<file path="src/tcw_pkg.sv">
// shared types, constants and helpers for the text console writer
package tcw_pkg;

    localparam int WIDTH  = 80;
    localparam int HEIGHT = 25;
    localparam int CELLS  = WIDTH * HEIGHT;

    localparam int ADDR_W = 11;
    localparam int COL_W  = 7;
    localparam int ROW_W  = 5;
    localparam int CELL_W = 16;

    localparam logic [7:0] CHAR_NL  = 8'h0A;
    localparam logic [7:0] CHAR_SP  = 8'h20;
    localparam logic [7:0] ATTR_RST = 8'h0F;

    localparam logic [ADDR_W-1:0] CELLS_A  = ADDR_W'(CELLS);
    localparam logic [ADDR_W-1:0] WIDTH_A  = ADDR_W'(WIDTH);
    localparam logic [ADDR_W-1:0] SCROLL_A = ADDR_W'(CELLS - WIDTH);
    localparam logic [COL_W-1:0]  LAST_COL = COL_W'(WIDTH - 1);
    localparam logic [ROW_W-1:0]  HEIGHT_R = ROW_W'(HEIGHT);
    localparam logic [ROW_W-1:0]  LAST_ROW = ROW_W'(HEIGHT - 1);

    typedef enum logic [1:0] {
        ST_CLEAR,
        ST_IDLE,
        ST_SCROLL,
        ST_EXEC
    } t_state;

    typedef struct packed {
        logic              accept;
        logic              clear_wr;
        logic              scroll_step;
        logic              exec;
        logic [ADDR_W-1:0] cnt;
    } t_cmd;

    typedef struct packed {
        logic scroll_req;
    } t_sts;

    function automatic logic [ADDR_W-1:0] lin_pos(input logic [ROW_W-1:0] row,
                                                  input logic [COL_W-1:0] col);
        logic [ADDR_W-1:0] prod;
        prod = ADDR_W'(row) * WIDTH_A;
        return prod + ADDR_W'(col);
    endfunction

endpackage

</file>
<file path="src/text_console_writer.sv">
// text console writer top level: 80x25 screen store with cursor
// a result word is registered by the write step, after its input word is latched and any scroll sweep has run
// a new input word is taken only once the previous result word is registered; writes share one memory write port
// a character that scrolls first runs a row copy sweep that moves every row up and blanks the last row
// reset: synchronous; a clearing pass then zeroes every screen cell, input held off
// the attribute register is writable at all times and resets to 0x0f
module text_console_writer (
    input  logic        i_clk,
    input  logic        i_rst_n,
    input  logic        i_s_tvalid,
    output logic        o_s_tready,
    input  logic [15:0] i_s_tdata,   // character[7:0], update_cursor[8], zero fill
    output logic        o_m_tvalid,
    input  logic        i_m_tready,
    // cell_written[0], cell_index[11:1], cell_value[27:12], scrolled[28],
    // column[35:29], row[40:36], cursor_pos[51:41], cursor_update[52], zero fill
    output logic [55:0] o_m_tdata,
    input  logic        i_cfg_valid,
    output logic        o_cfg_ready,
    input  logic [7:0]  i_cfg_data
);

    tcw_pkg::t_cmd cmd;
    tcw_pkg::t_sts sts;

    assign o_cfg_ready = 1'b1;

    tcw_ctrl u_ctrl (
        .i_clk      (i_clk),
        .i_rst_n    (i_rst_n),
        .i_s_tvalid (i_s_tvalid),
        .o_s_tready (o_s_tready),
        .o_m_tvalid (o_m_tvalid),
        .i_m_tready (i_m_tready),
        .i_sts      (sts),
        .o_cmd      (cmd)
    );

    tcw_dp u_dp (
        .i_clk       (i_clk),
        .i_rst_n     (i_rst_n),
        .i_s_tdata   (i_s_tdata),
        .i_cfg_valid (i_cfg_valid),
        .i_cfg_data  (i_cfg_data),
        .i_cmd       (cmd),
        .o_sts       (sts),
        .o_m_tdata   (o_m_tdata)
    );

endmodule

</file>
<file path="src/tcw_ctrl.sv">
// controller: clearing pass, scroll sequencing and item handshake
module tcw_ctrl (
    input  logic          i_clk,
    input  logic          i_rst_n,
    input  logic          i_s_tvalid,
    output logic          o_s_tready,
    output logic          o_m_tvalid,
    input  logic          i_m_tready,
    input  tcw_pkg::t_sts i_sts,
    output tcw_pkg::t_cmd o_cmd
);

    tcw_pkg::t_state r_state, n_state;
    logic [tcw_pkg::ADDR_W-1:0] r_cnt, n_cnt;
    logic r_out_valid, n_out_valid;
    logic slot_free;

    assign slot_free = !r_out_valid || i_m_tready;

    always_comb begin
        n_state = r_state;
        case (r_state)
            tcw_pkg::ST_CLEAR: begin
                if (r_cnt == tcw_pkg::CELLS_A - 1'b1) begin
                    n_state = tcw_pkg::ST_IDLE;
                end
            end
            tcw_pkg::ST_IDLE: begin
                if (i_s_tvalid) begin
                    n_state = i_sts.scroll_req ? tcw_pkg::ST_SCROLL : tcw_pkg::ST_EXEC;
                end
            end
            tcw_pkg::ST_SCROLL: begin
                if (r_cnt == tcw_pkg::CELLS_A) begin
                    n_state = tcw_pkg::ST_EXEC;
                end
            end
            tcw_pkg::ST_EXEC: begin
                if (slot_free) begin
                    n_state = tcw_pkg::ST_IDLE;
                end
            end
            default: begin
                n_state = tcw_pkg::ST_CLEAR;
            end
        endcase
    end

    always_comb begin
        o_cmd       = '0;
        o_cmd.cnt   = r_cnt;
        o_s_tready  = 1'b0;
        n_cnt       = r_cnt;
        case (r_state)
            tcw_pkg::ST_CLEAR: begin
                o_cmd.clear_wr = 1'b1;
                n_cnt = (r_cnt == tcw_pkg::CELLS_A - 1'b1) ? '0 : r_cnt + 1'b1;
            end
            tcw_pkg::ST_IDLE: begin
                o_s_tready   = 1'b1;
                o_cmd.accept = i_s_tvalid;
                n_cnt        = '0;
            end
            tcw_pkg::ST_SCROLL: begin
                o_cmd.scroll_step = 1'b1;
                n_cnt = (r_cnt == tcw_pkg::CELLS_A) ? '0 : r_cnt + 1'b1;
            end
            tcw_pkg::ST_EXEC: begin
                o_cmd.exec = slot_free;
            end
            default: begin
                n_cnt = '0;
            end
        endcase
    end

    always_comb begin
        if (o_cmd.exec) begin
            n_out_valid = 1'b1;
        end else if (i_m_tready) begin
            n_out_valid = 1'b0;
        end else begin
            n_out_valid = r_out_valid;
        end
    end

    always_ff @(posedge i_clk) begin
        if (!i_rst_n) begin
            r_state     <= tcw_pkg::ST_CLEAR;
            r_cnt       <= '0;
            r_out_valid <= 1'b0;
        end else begin
            r_state     <= n_state;
            r_cnt       <= n_cnt;
            r_out_valid <= n_out_valid;
        end
    end

    assign o_m_tvalid = r_out_valid;

`ifndef SYNTHESIS
    a_scroll_to_exec: assert property (@(posedge i_clk) disable iff (!i_rst_n)
        (r_state == tcw_pkg::ST_SCROLL && r_cnt == tcw_pkg::CELLS_A)
        |=> (r_state == tcw_pkg::ST_EXEC))
        else $error("scroll sweep did not hand over to the write step");
    a_accept_next: assert property (@(posedge i_clk) disable iff (!i_rst_n)
        (i_s_tvalid && o_s_tready)
        |=> (r_state == tcw_pkg::ST_SCROLL || r_state == tcw_pkg::ST_EXEC))
        else $error("accepted word not processed");
    a_cnt_range: assert property (@(posedge i_clk) disable iff (!i_rst_n)
        r_cnt <= tcw_pkg::CELLS_A)
        else $error("sweep counter out of range");
`endif

endmodule

</file>
<file path="src/tcw_dp.sv">
// datapath: screen memory, cursor, attribute and result register
module tcw_dp (
    input  logic          i_clk,
    input  logic          i_rst_n,
    input  logic [15:0]   i_s_tdata,
    input  logic          i_cfg_valid,
    input  logic [7:0]    i_cfg_data,
    input  tcw_pkg::t_cmd i_cmd,
    output tcw_pkg::t_sts o_sts,
    output logic [55:0]   o_m_tdata
);

    logic [tcw_pkg::CELL_W-1:0] mem [tcw_pkg::CELLS];

    logic [7:0]                 r_attr;
    logic [tcw_pkg::COL_W-1:0]  r_col, n_col;
    logic [tcw_pkg::ROW_W-1:0]  r_row, n_row;
    logic [7:0]                 r_char;
    logic                       r_upd;
    logic                       r_scr;

    logic                       r_pend;
    logic                       r_fill;
    logic [tcw_pkg::ADDR_W-1:0] r_pend_addr;
    logic [tcw_pkg::CELL_W-1:0] r_rd_data;

    logic                       we;
    logic [tcw_pkg::ADDR_W-1:0] wa;
    logic [tcw_pkg::CELL_W-1:0] wd;
    logic                       rd_en;
    logic [tcw_pkg::ADDR_W-1:0] rd_addr;

    logic [tcw_pkg::COL_W-1:0]  b_col;
    logic [tcw_pkg::ROW_W-1:0]  b_row;
    logic                       is_nl;
    logic [tcw_pkg::ADDR_W-1:0] idx;
    logic [tcw_pkg::ADDR_W-1:0] pos;
    logic [tcw_pkg::CELL_W-1:0] val;

    logic                       r_o_written;
    logic [tcw_pkg::ADDR_W-1:0] r_o_idx;
    logic [tcw_pkg::CELL_W-1:0] r_o_val;
    logic                       r_o_scr;
    logic [tcw_pkg::COL_W-1:0]  r_o_col;
    logic [tcw_pkg::ROW_W-1:0]  r_o_row;
    logic [tcw_pkg::ADDR_W-1:0] r_o_pos;
    logic                       r_o_upd;

    assign o_sts.scroll_req = (i_s_tdata[7:0] != tcw_pkg::CHAR_NL) && (r_row >= tcw_pkg::HEIGHT_R);

    // cursor step for the latched character
    always_comb begin
        b_col = r_scr ? '0 : r_col;
        b_row = r_scr ? tcw_pkg::LAST_ROW : r_row;
        is_nl = (r_char == tcw_pkg::CHAR_NL);
        idx   = tcw_pkg::lin_pos(b_row, b_col);
        val   = {r_attr, r_char};
        if (is_nl) begin
            n_col = '0;
            n_row = (r_row < tcw_pkg::HEIGHT_R) ? r_row + 1'b1 : r_row;
        end else if (b_col < tcw_pkg::LAST_COL) begin
            n_col = b_col + 1'b1;
            n_row = b_row;
        end else begin
            n_col = '0;
            n_row = b_row + 1'b1;
        end
        pos = tcw_pkg::lin_pos(n_row, n_col);
    end

    // single write port shared by clearing, scroll copy and character write
    always_comb begin
        we = 1'b0;
        wa = '0;
        wd = '0;
        if (i_cmd.clear_wr) begin
            we = 1'b1;
            wa = i_cmd.cnt;
        end else if (r_pend) begin
            we = 1'b1;
            wa = r_pend_addr;
            wd = r_fill ? {r_attr, tcw_pkg::CHAR_SP} : r_rd_data;
        end else if (i_cmd.exec && !is_nl && idx < tcw_pkg::CELLS_A) begin
            we = 1'b1;
            wa = idx;
            wd = val;
        end
    end

    assign rd_en   = i_cmd.scroll_step && (i_cmd.cnt < tcw_pkg::SCROLL_A);
    assign rd_addr = i_cmd.cnt + tcw_pkg::WIDTH_A;

    always_ff @(posedge i_clk) begin
        if (we) begin
            mem[wa] <= wd;
        end
        if (rd_en) begin
            r_rd_data <= mem[rd_addr];
        end
    end

    always_ff @(posedge i_clk) begin
        if (!i_rst_n) begin
            r_attr <= tcw_pkg::ATTR_RST;
            r_col  <= '0;
            r_row  <= '0;
            r_pend <= 1'b0;
        end else begin
            if (i_cfg_valid) begin
                r_attr <= i_cfg_data;
            end
            if (i_cmd.exec) begin
                r_col <= n_col;
                r_row <= n_row;
            end
            r_pend <= i_cmd.scroll_step && (i_cmd.cnt < tcw_pkg::CELLS_A);
        end
    end

    always_ff @(posedge i_clk) begin
        r_pend_addr <= i_cmd.cnt;
        r_fill      <= (i_cmd.cnt >= tcw_pkg::SCROLL_A);
        if (i_cmd.accept) begin
            r_char <= i_s_tdata[7:0];
            r_upd  <= i_s_tdata[8];
            r_scr  <= o_sts.scroll_req;
        end
        if (i_cmd.exec) begin
            r_o_written <= !is_nl;
            r_o_idx     <= is_nl ? '0 : idx;
            r_o_val     <= is_nl ? '0 : val;
            r_o_scr     <= r_scr;
            r_o_col     <= n_col;
            r_o_row     <= n_row;
            r_o_pos     <= r_upd ? pos : '0;
            r_o_upd     <= r_upd;
        end
    end

    assign o_m_tdata = {3'b000, r_o_upd, r_o_pos, r_o_row, r_o_col, r_o_scr,
                        r_o_val, r_o_idx, r_o_written};

`ifndef SYNTHESIS
    a_port_conflict: assert property (@(posedge i_clk) disable iff (!i_rst_n)
        !(r_pend && i_cmd.exec))
        else $error("scroll copy write collides with character write");
    a_row_range: assert property (@(posedge i_clk) disable iff (!i_rst_n)
        r_row <= tcw_pkg::HEIGHT_R)
        else $error("cursor row out of range");
    a_col_range: assert property (@(posedge i_clk) disable iff (!i_rst_n)
        i_cmd.exec |=> (r_col <= tcw_pkg::LAST_COL))
        else $error("cursor column out of range");
`endif

endmodule
</file>
<file path="config.mk">
export PLATFORM = sky130hd
export DESIGN_NAME = text_console_writer
export DESIGN_NICKNAME = d
export VERILOG_FILES = /design/src/tcw_pkg.sv /design/src/text_console_writer.sv /design/src/tcw_ctrl.sv /design/src/tcw_dp.sv
export SDC_FILE = /design/constraint.sdc
export NUM_CORES = 1
export LEC_CHECK = 0
export ABC_AREA = 0
export BUFFER_PORTS_ARGS = -buffer_cell sky130_fd_sc_hd__buf_2
export CORE_MARGIN = 2
export CORE_UTILIZATION = 40
export CTS_CLUSTER_SIZE = 20
export DETAILED_ROUTE_END_ITERATION = 8
export GPL_TIMING_DRIVEN = 0
export PLACE_DENSITY = 0.73
export SLEW_MARGIN = 15
export SYNTH_ARGS = -nofsm -noshare
export SYNTH_HDL_FRONTEND = slang
export SYNTH_HIERARCHICAL = 1
export SYNTH_SLANG_ARGS = --single-unit
</file>
<file path="constraint.sdc">
create_clock -name i_clk -period 3.3 [get_ports i_clk]
set_input_delay 0.165 -clock i_clk [delete_from_list [all_inputs] [get_ports i_clk]]
set_output_delay 0.165 -clock i_clk [all_outputs]
set_load 0.02 [all_outputs]
</file>
After elaboration in Yosys (flattened, before gate mapping)
Index checks and enable logic that the tools add are counted.
{"block": "classes", "n_mux": 21, "n_mul": 2, "n_lt_le_gt_ge": 3, "eq_ne": 11, "reduce_logical": 8, "addsub": 6}
{"cell": "one-hot mux 11 bit (3 select lines)", "count": 1}
{"cell": "adder 11 x 7 -> 11 bit", "count": 2}
{"cell": "equality test 11 bit (second input constant)", "count": 2}
{"cell": "two-way mux 11 bit", "count": 2}
{"cell": "two-way mux 7 bit", "count": 3}
{"cell": "two-way mux 5 bit", "count": 4}
{"cell": "multiplier 5 x 3 -> 7 bit (second input constant)", "count": 2}
{"cell": "adder 11 x 1 -> 11 bit (second input constant)", "count": 1}
{"cell": "adder 5 x 1 -> 5 bit (second input constant)", "count": 2}
{"cell": "equality test 8 x 4 -> 1 bit (second input constant)", "count": 1}
{"cell": "two-way mux 2 bit", "count": 4}
{"cell": "!= test 8 x 4 -> 1 bit (second input constant)", "count": 1}
{"cell": "one-hot mux 2 bit (4 select lines)", "count": 1}
{"cell": "adder 7 x 1 -> 7 bit (second input constant)", "count": 1}
{"cell": "< comparator 7 bit (second input constant)", "count": 1}
{"cell": "two-way mux 1 bit", "count": 6}
{"cell": "!= test 2 x 1 -> 1 bit (second input constant)", "count": 3}
{"cell": "greater-or-equal comparator 5 bit (second input constant)", "count": 1}
{"cell": "< comparator 5 bit (second input constant)", "count": 1}
{"cell": "equality test 2 bit (second input constant)", "count": 2}
{"cell": "AND reduction 4 bit", "count": 1}
{"cell": "nonzero test 3 bit", "count": 1}
{"cell": "equality test 2 x 1 -> 1 bit (second input constant)", "count": 1}
{"cell": "logical NOT 1 bit", "count": 2}
{"cell": "other kinds (5)", "count": 5}
{"block": "totals", "output_inout_bits": 59, "register_bits": 97, "wordCells": 68, "in_bits": 29}

Depth between registers and ports, before layout
{"block": "logic_depth", "depth_word": 6, "depth_mapped": 17, "mapped_depth_nobuf": 16}

Cells and area by module
The synthesis kept the hierarchy.
{"module": "tcw_dp", "instances": 1, "area_per_inst_um2": 4124.0, "cells_per_inst": 353}
{"module": "tcw_ctrl", "instances": 1, "area_per_inst_um2": 857.1, "cells_per_inst": 88}
{"module": "text_console_writer", "instances": 1, "area_per_inst_um2": 11.3, "cells_per_inst": 2}

Least setup slack after synthesis
Ideal clock, no wire load.
{"block": "synth_timing", "kind": "register -> register", "startpoint": "register u_dp.r_char[0]", "endpoint": "register u_dp/r_o_pos[10] in the netlist's numbering (data pin)", "period_less_slack_ns": 3.552, "arrival_ns": 3.298, "setup_time_ns": 0.255, "t_required_ns": 3.045, "n_path_buf": 2, "slack_ns": -0.252, "stages_incl_launch_ff": 17, "cell_sequence": "edfxtp_1 nor4bb_1 and2_1 buf_6 clkbuf_1 o211ai_1 nand2_1 inv_1 ha_1 ha_1 fa_1 nand2_1 nor2b_1 o21ai_0 a221oi_1 xor2_1 and2_1"}
{"block": "synth_via", "elab_chain_cells": 4}
{"item": "start: declaration", "line": "tcw_dp.sv:18", "rtl": "logic [7:0] r_char;"}
{"item": "start signal: assignment", "line": "tcw_dp.sv:124", "rtl": "r_char <= i_s_tdata[7:0];"}
{"item": "equality test 8 x 4 -> 1 bit", "line": "tcw_dp.sv:55", "rtl": "is_nl = (r_char == tcw_pkg::CHAR_NL);"}
{"item": "two-way mux 5 bit", "line": "tcw_dp.sv:58", "rtl": "if (is_nl) begin"}
{"item": "net u_dp.n_row, one bit", "line": "tcw_dp.sv:17", "rtl": "logic [tcw_pkg::ROW_W-1:0] r_row, n_row;"}
{"item": "multiplier 5 x 3 -> 7 bit", "line": "tcw_pkg.sv:46", "rtl": "prod = ADDR_W'(row) * WIDTH_A;"}
{"item": "adder 11 x 7 -> 11 bit", "line": "tcw_pkg.sv:47", "rtl": "return prod + ADDR_W'(col);"}
{"item": "end signal: assignment", "line": "tcw_dp.sv:135", "rtl": "r_o_pos <= r_upd ? pos : '0;"}
{"item": "end: declaration", "line": "tcw_dp.sv:46", "rtl": "logic [tcw_pkg::ADDR_W-1:0] r_o_pos;"}
The timed path passes the listed nets, and every way through them passes these cells.
A chain may end at the register's enable or synchronous reset.

Worst setup path in the final report
{"block": "layout_timing", "startpoint": "register u_dp.r_char[5]", "endpoint": "register u_dp/r_o_pos[10] in the netlist's numbering (data pin)"}
The elaborated chain is that of the path after synthesis.

==> results_dict.tcl <==
set metrics [dict create \
    total_power_uw 2710 \
    grt_util_met1_pct 19.9 \
    utilization_pct 51.2 \
    start_kind "register" \
    drv_slew 0 \
    io_pins 88 \
    route.detailed.drc 0 \
    required_ps 3400 \
    initialDrtViolationCount 246 \
    grt_pass1_wl_mm 16.7 \
    fin_ws_ps -406 \
    hpwl_mm 6.99 \
    routed_wl_mm 10.0 \
    finalNonFillerCells 725 \
    antenna_cells 0 \
    ant_nets 0 \
    path_class "reg -> reg" \
    htree_levels 3 \
    syn_inst 443 \
    rsz0062_at_grt "yes" \
    clk_latency_ps 340 \
    row_count 40 \
    detailroute.via_count 3504 \
    synth.area.top_cells "edfxtp_1, dfxtp_1, ha_1" \
    synth_area_um2 4990 \
    die_height_um 116 \
    grt_max_degree 57 \
    overflow 0 \
    gp_congestion 0.869 \
    core-area_um2 12100 \
    cts-root-buf "clkbuf_16" \
    final_cell_mix "buf_2, edfxtp_1, nand2_1, dfxtp_1, buf_4" \
    arrival_ps 3810 \
    end_kind "register" \
    final-hold-violation-count 0 \
    cap_violations 0 \
    yosysSeqAreaShare_pct 51.5 \
    setup-violations-final 2 \
    antenna_found_initial 0 \
    grt_pass1_vias 3531 \
    synth-async-reset-ratio_pct 0 \
    violations "negative setup slack" \
    power-per-cell-area_nw_per_um2 437 \
    synth_top_area_cell "edfxtp_1" \
    layout_commonest_cell "buf_2" \
    final_net_count 612 \
    ys.warnings.count 6 \
    routed_via_density 4.83 \
    whs_ps 11.6 \
    maxSlewHeadroom_pct 50.8 \
    dr.pass1.iters 4 \
    dp.cells 688 \
    ys.flop_type "edfxtp_1" \
    routedWlPerCell_um 13.8 \
    synth_cell_types 63 \
    grt_use_met3_pct 3.87 \
    cp_max_fo 6 \
    initial_core_util_pct 41.2 \
    clkTransAtPathRegs_ps 70 \
    cts_tree "done" \
    die_area_um2 13400 \
    hold_class "in -> reg" \
    port_buffers 75 \
    avgSynthCellArea_um2 11.3 \
    die_x_um 116 \
    cts-buffers-inserted 9 \
    track_usage_pct 15.9 \
    max_freq_ghz 0.270 \
    outcome "finished, violations left" \
    skew_ps 8.27 \
    worst_pin_slew_ps 738 \
    cts_sinks 97 \
    finalCriticalPeriod_ps 3710 \
    cts.path.max_buffers 2 \
    top_usage_layer "met2" \
    ys_seq_elements 97 \
    synth_edf_count 63 \
    drive_gt1_share_pct 30.5 \
    p_leak_uw 0.00260 \
    finalCritPeriodShare_pct 112 \
    area_delta_synth_final_pct 24.1 \
    synth_top_area_share_pct 37.9 \
    use_met2_pct 27.1 \
    irDropWorstVdd_mv 0.240 \
]
[per-stage QoR]
stage / TNS, ps / setup slack [ps] / instance area, um^2
finish: -799 / -406 / 6200
floorplan: -144 / -144 / 5030
detailed placement: -1350 / -771 / 5610
global route: -1250 / -632 / 6200
global placement: -1300 / -729 / 5610
CTS: -664 / -368 / 6160
[final cells by class]
| type | instances | area [um^2] |
|---|---|---|
| well taps | 168 | 210 |
| fillers | 1081 | 5920 |
| plain buffers | 33 | 230 |
| repair buffers | 96 | 539 |
| multi-input cells | 297 | 2260 |
| clock inverters | 7 | 85.1 |
| flip-flops and latches | 97 | 2570 |
| inverters | 18 | 72.6 |
| clock buffers | 9 | 225 |
[Yosys cell counts, types with 3 or more instances]
master / n
o21ai_0: 9
buf_4: 9
nor2_2: 9
nand2b_1: 3
ha_1: 28
a21o_1: 5
mux2i_1: 13
o211ai_1: 3
nor2b_1: 22
nor4_1: 7
and2_1: 25
a21boi_0: 3
and3_1: 4
nor3_1: 6
fa_1: 3
inv_1: 17
nor2_1: 25
edfxtp_1: 63
clkbuf_1: 19
xnor2_1: 19
nand3_1: 8
nand2_1: 36
a21oi_1: 7
dfxtp_1: 34
buf_6: 3
xor2_1: 13
[state kept, by name (all words and copies together) (netlist names), 2 cells and up]
name            flops
u_dp/r_char         8
u_dp/r_o_val       16
u_dp/r_o_row        5
u_dp/r_col          7
u_dp/r_o_pos       11
u_ctrl/r_state      2
u_ctrl/r_cnt       11
u_dp/r_row          5
u_dp/r_attr         8
u_dp/r_o_col        7
u_dp/r_o_idx       11
[power breakdown]
group          internal, uW  switching, uW  leakage, uW
combinational           130            149      0.00156
clock                   602            467     0.000146
sequential             1330           32.3     0.000890
[critical path: stages, from the launching register on]
cell       delay (ps)
edfxtp_1          410
nor4_2            290
and2_1            180
buf_6             140
inv_6              40
clkbuf_16         140
o211ai_1          210
o21a_1            230
ha_4              230
ha_4              160
fa_1              530
nand2_2            80
nor2b_2           140
o21ai_1            90
a221oi_2          310
xor2_1            110
and2_1            170
[path summary, 6_finish.rpt]
kind	startpoint	end	slack, ps	cells past startpoint
setup / recovery	u_dp/r_char[5]$_DFFE_PP_	u_dp/r_o_pos[10]$_SDFFCE_PN0P_	-410	16
hold / removal	i_s_tdata[3]	u_dp/r_char[3]$_DFFE_PP_	10	1
setup reg to reg	u_dp/r_char[5]$_DFFE_PP_	u_dp/r_o_pos[10]$_SDFFCE_PN0P_	-410	16
hold reg to reg	u_dp/r_attr[0]$_SDFFE_PN1P_	u_dp/r_attr[0]$_SDFFE_PN1P_	470	2
[layer usage]
metal  vias to the layer above  routed length, um
met3                        14                453
met4                         0                163
li1                       1748                  -
met1                      1648               4520
met2                        94               4890
met5                         -                  0
[logic make-up (layout without fill, tap and decap cells)]
group | after synthesis | in the layout | share of synthesized area [%]
flip-flops | 97 | 97 | 51.5
adder cells (fa/ha/maj) | 32 | 32 | 8.42
multiplexers | 13 | 13 | 2.61
AO/OA/AOI/OAI | 51 | 51 | 7.97
other | 2 | 4 | 0.150
XOR/XNOR | 32 | 32 | 5.61
buffers and inverters | 51 | 163 | 5.06
AND/OR/NAND/NOR | 165 | 165 | 18.6
[repair_timing]
| action | CTS | global route |
|---|---|---|
| gates resized for setup | 20 | 4 |
| pin swaps | 10 | 4 |
| setup buffers | 17 | 3 |
| endpoints found under the setup margin | 3 | 4 |
| hold buffers | 1 | 0 |
| endpoints found under the hold margin | 1 | 0 |
(Power assumes the default switching activity.)
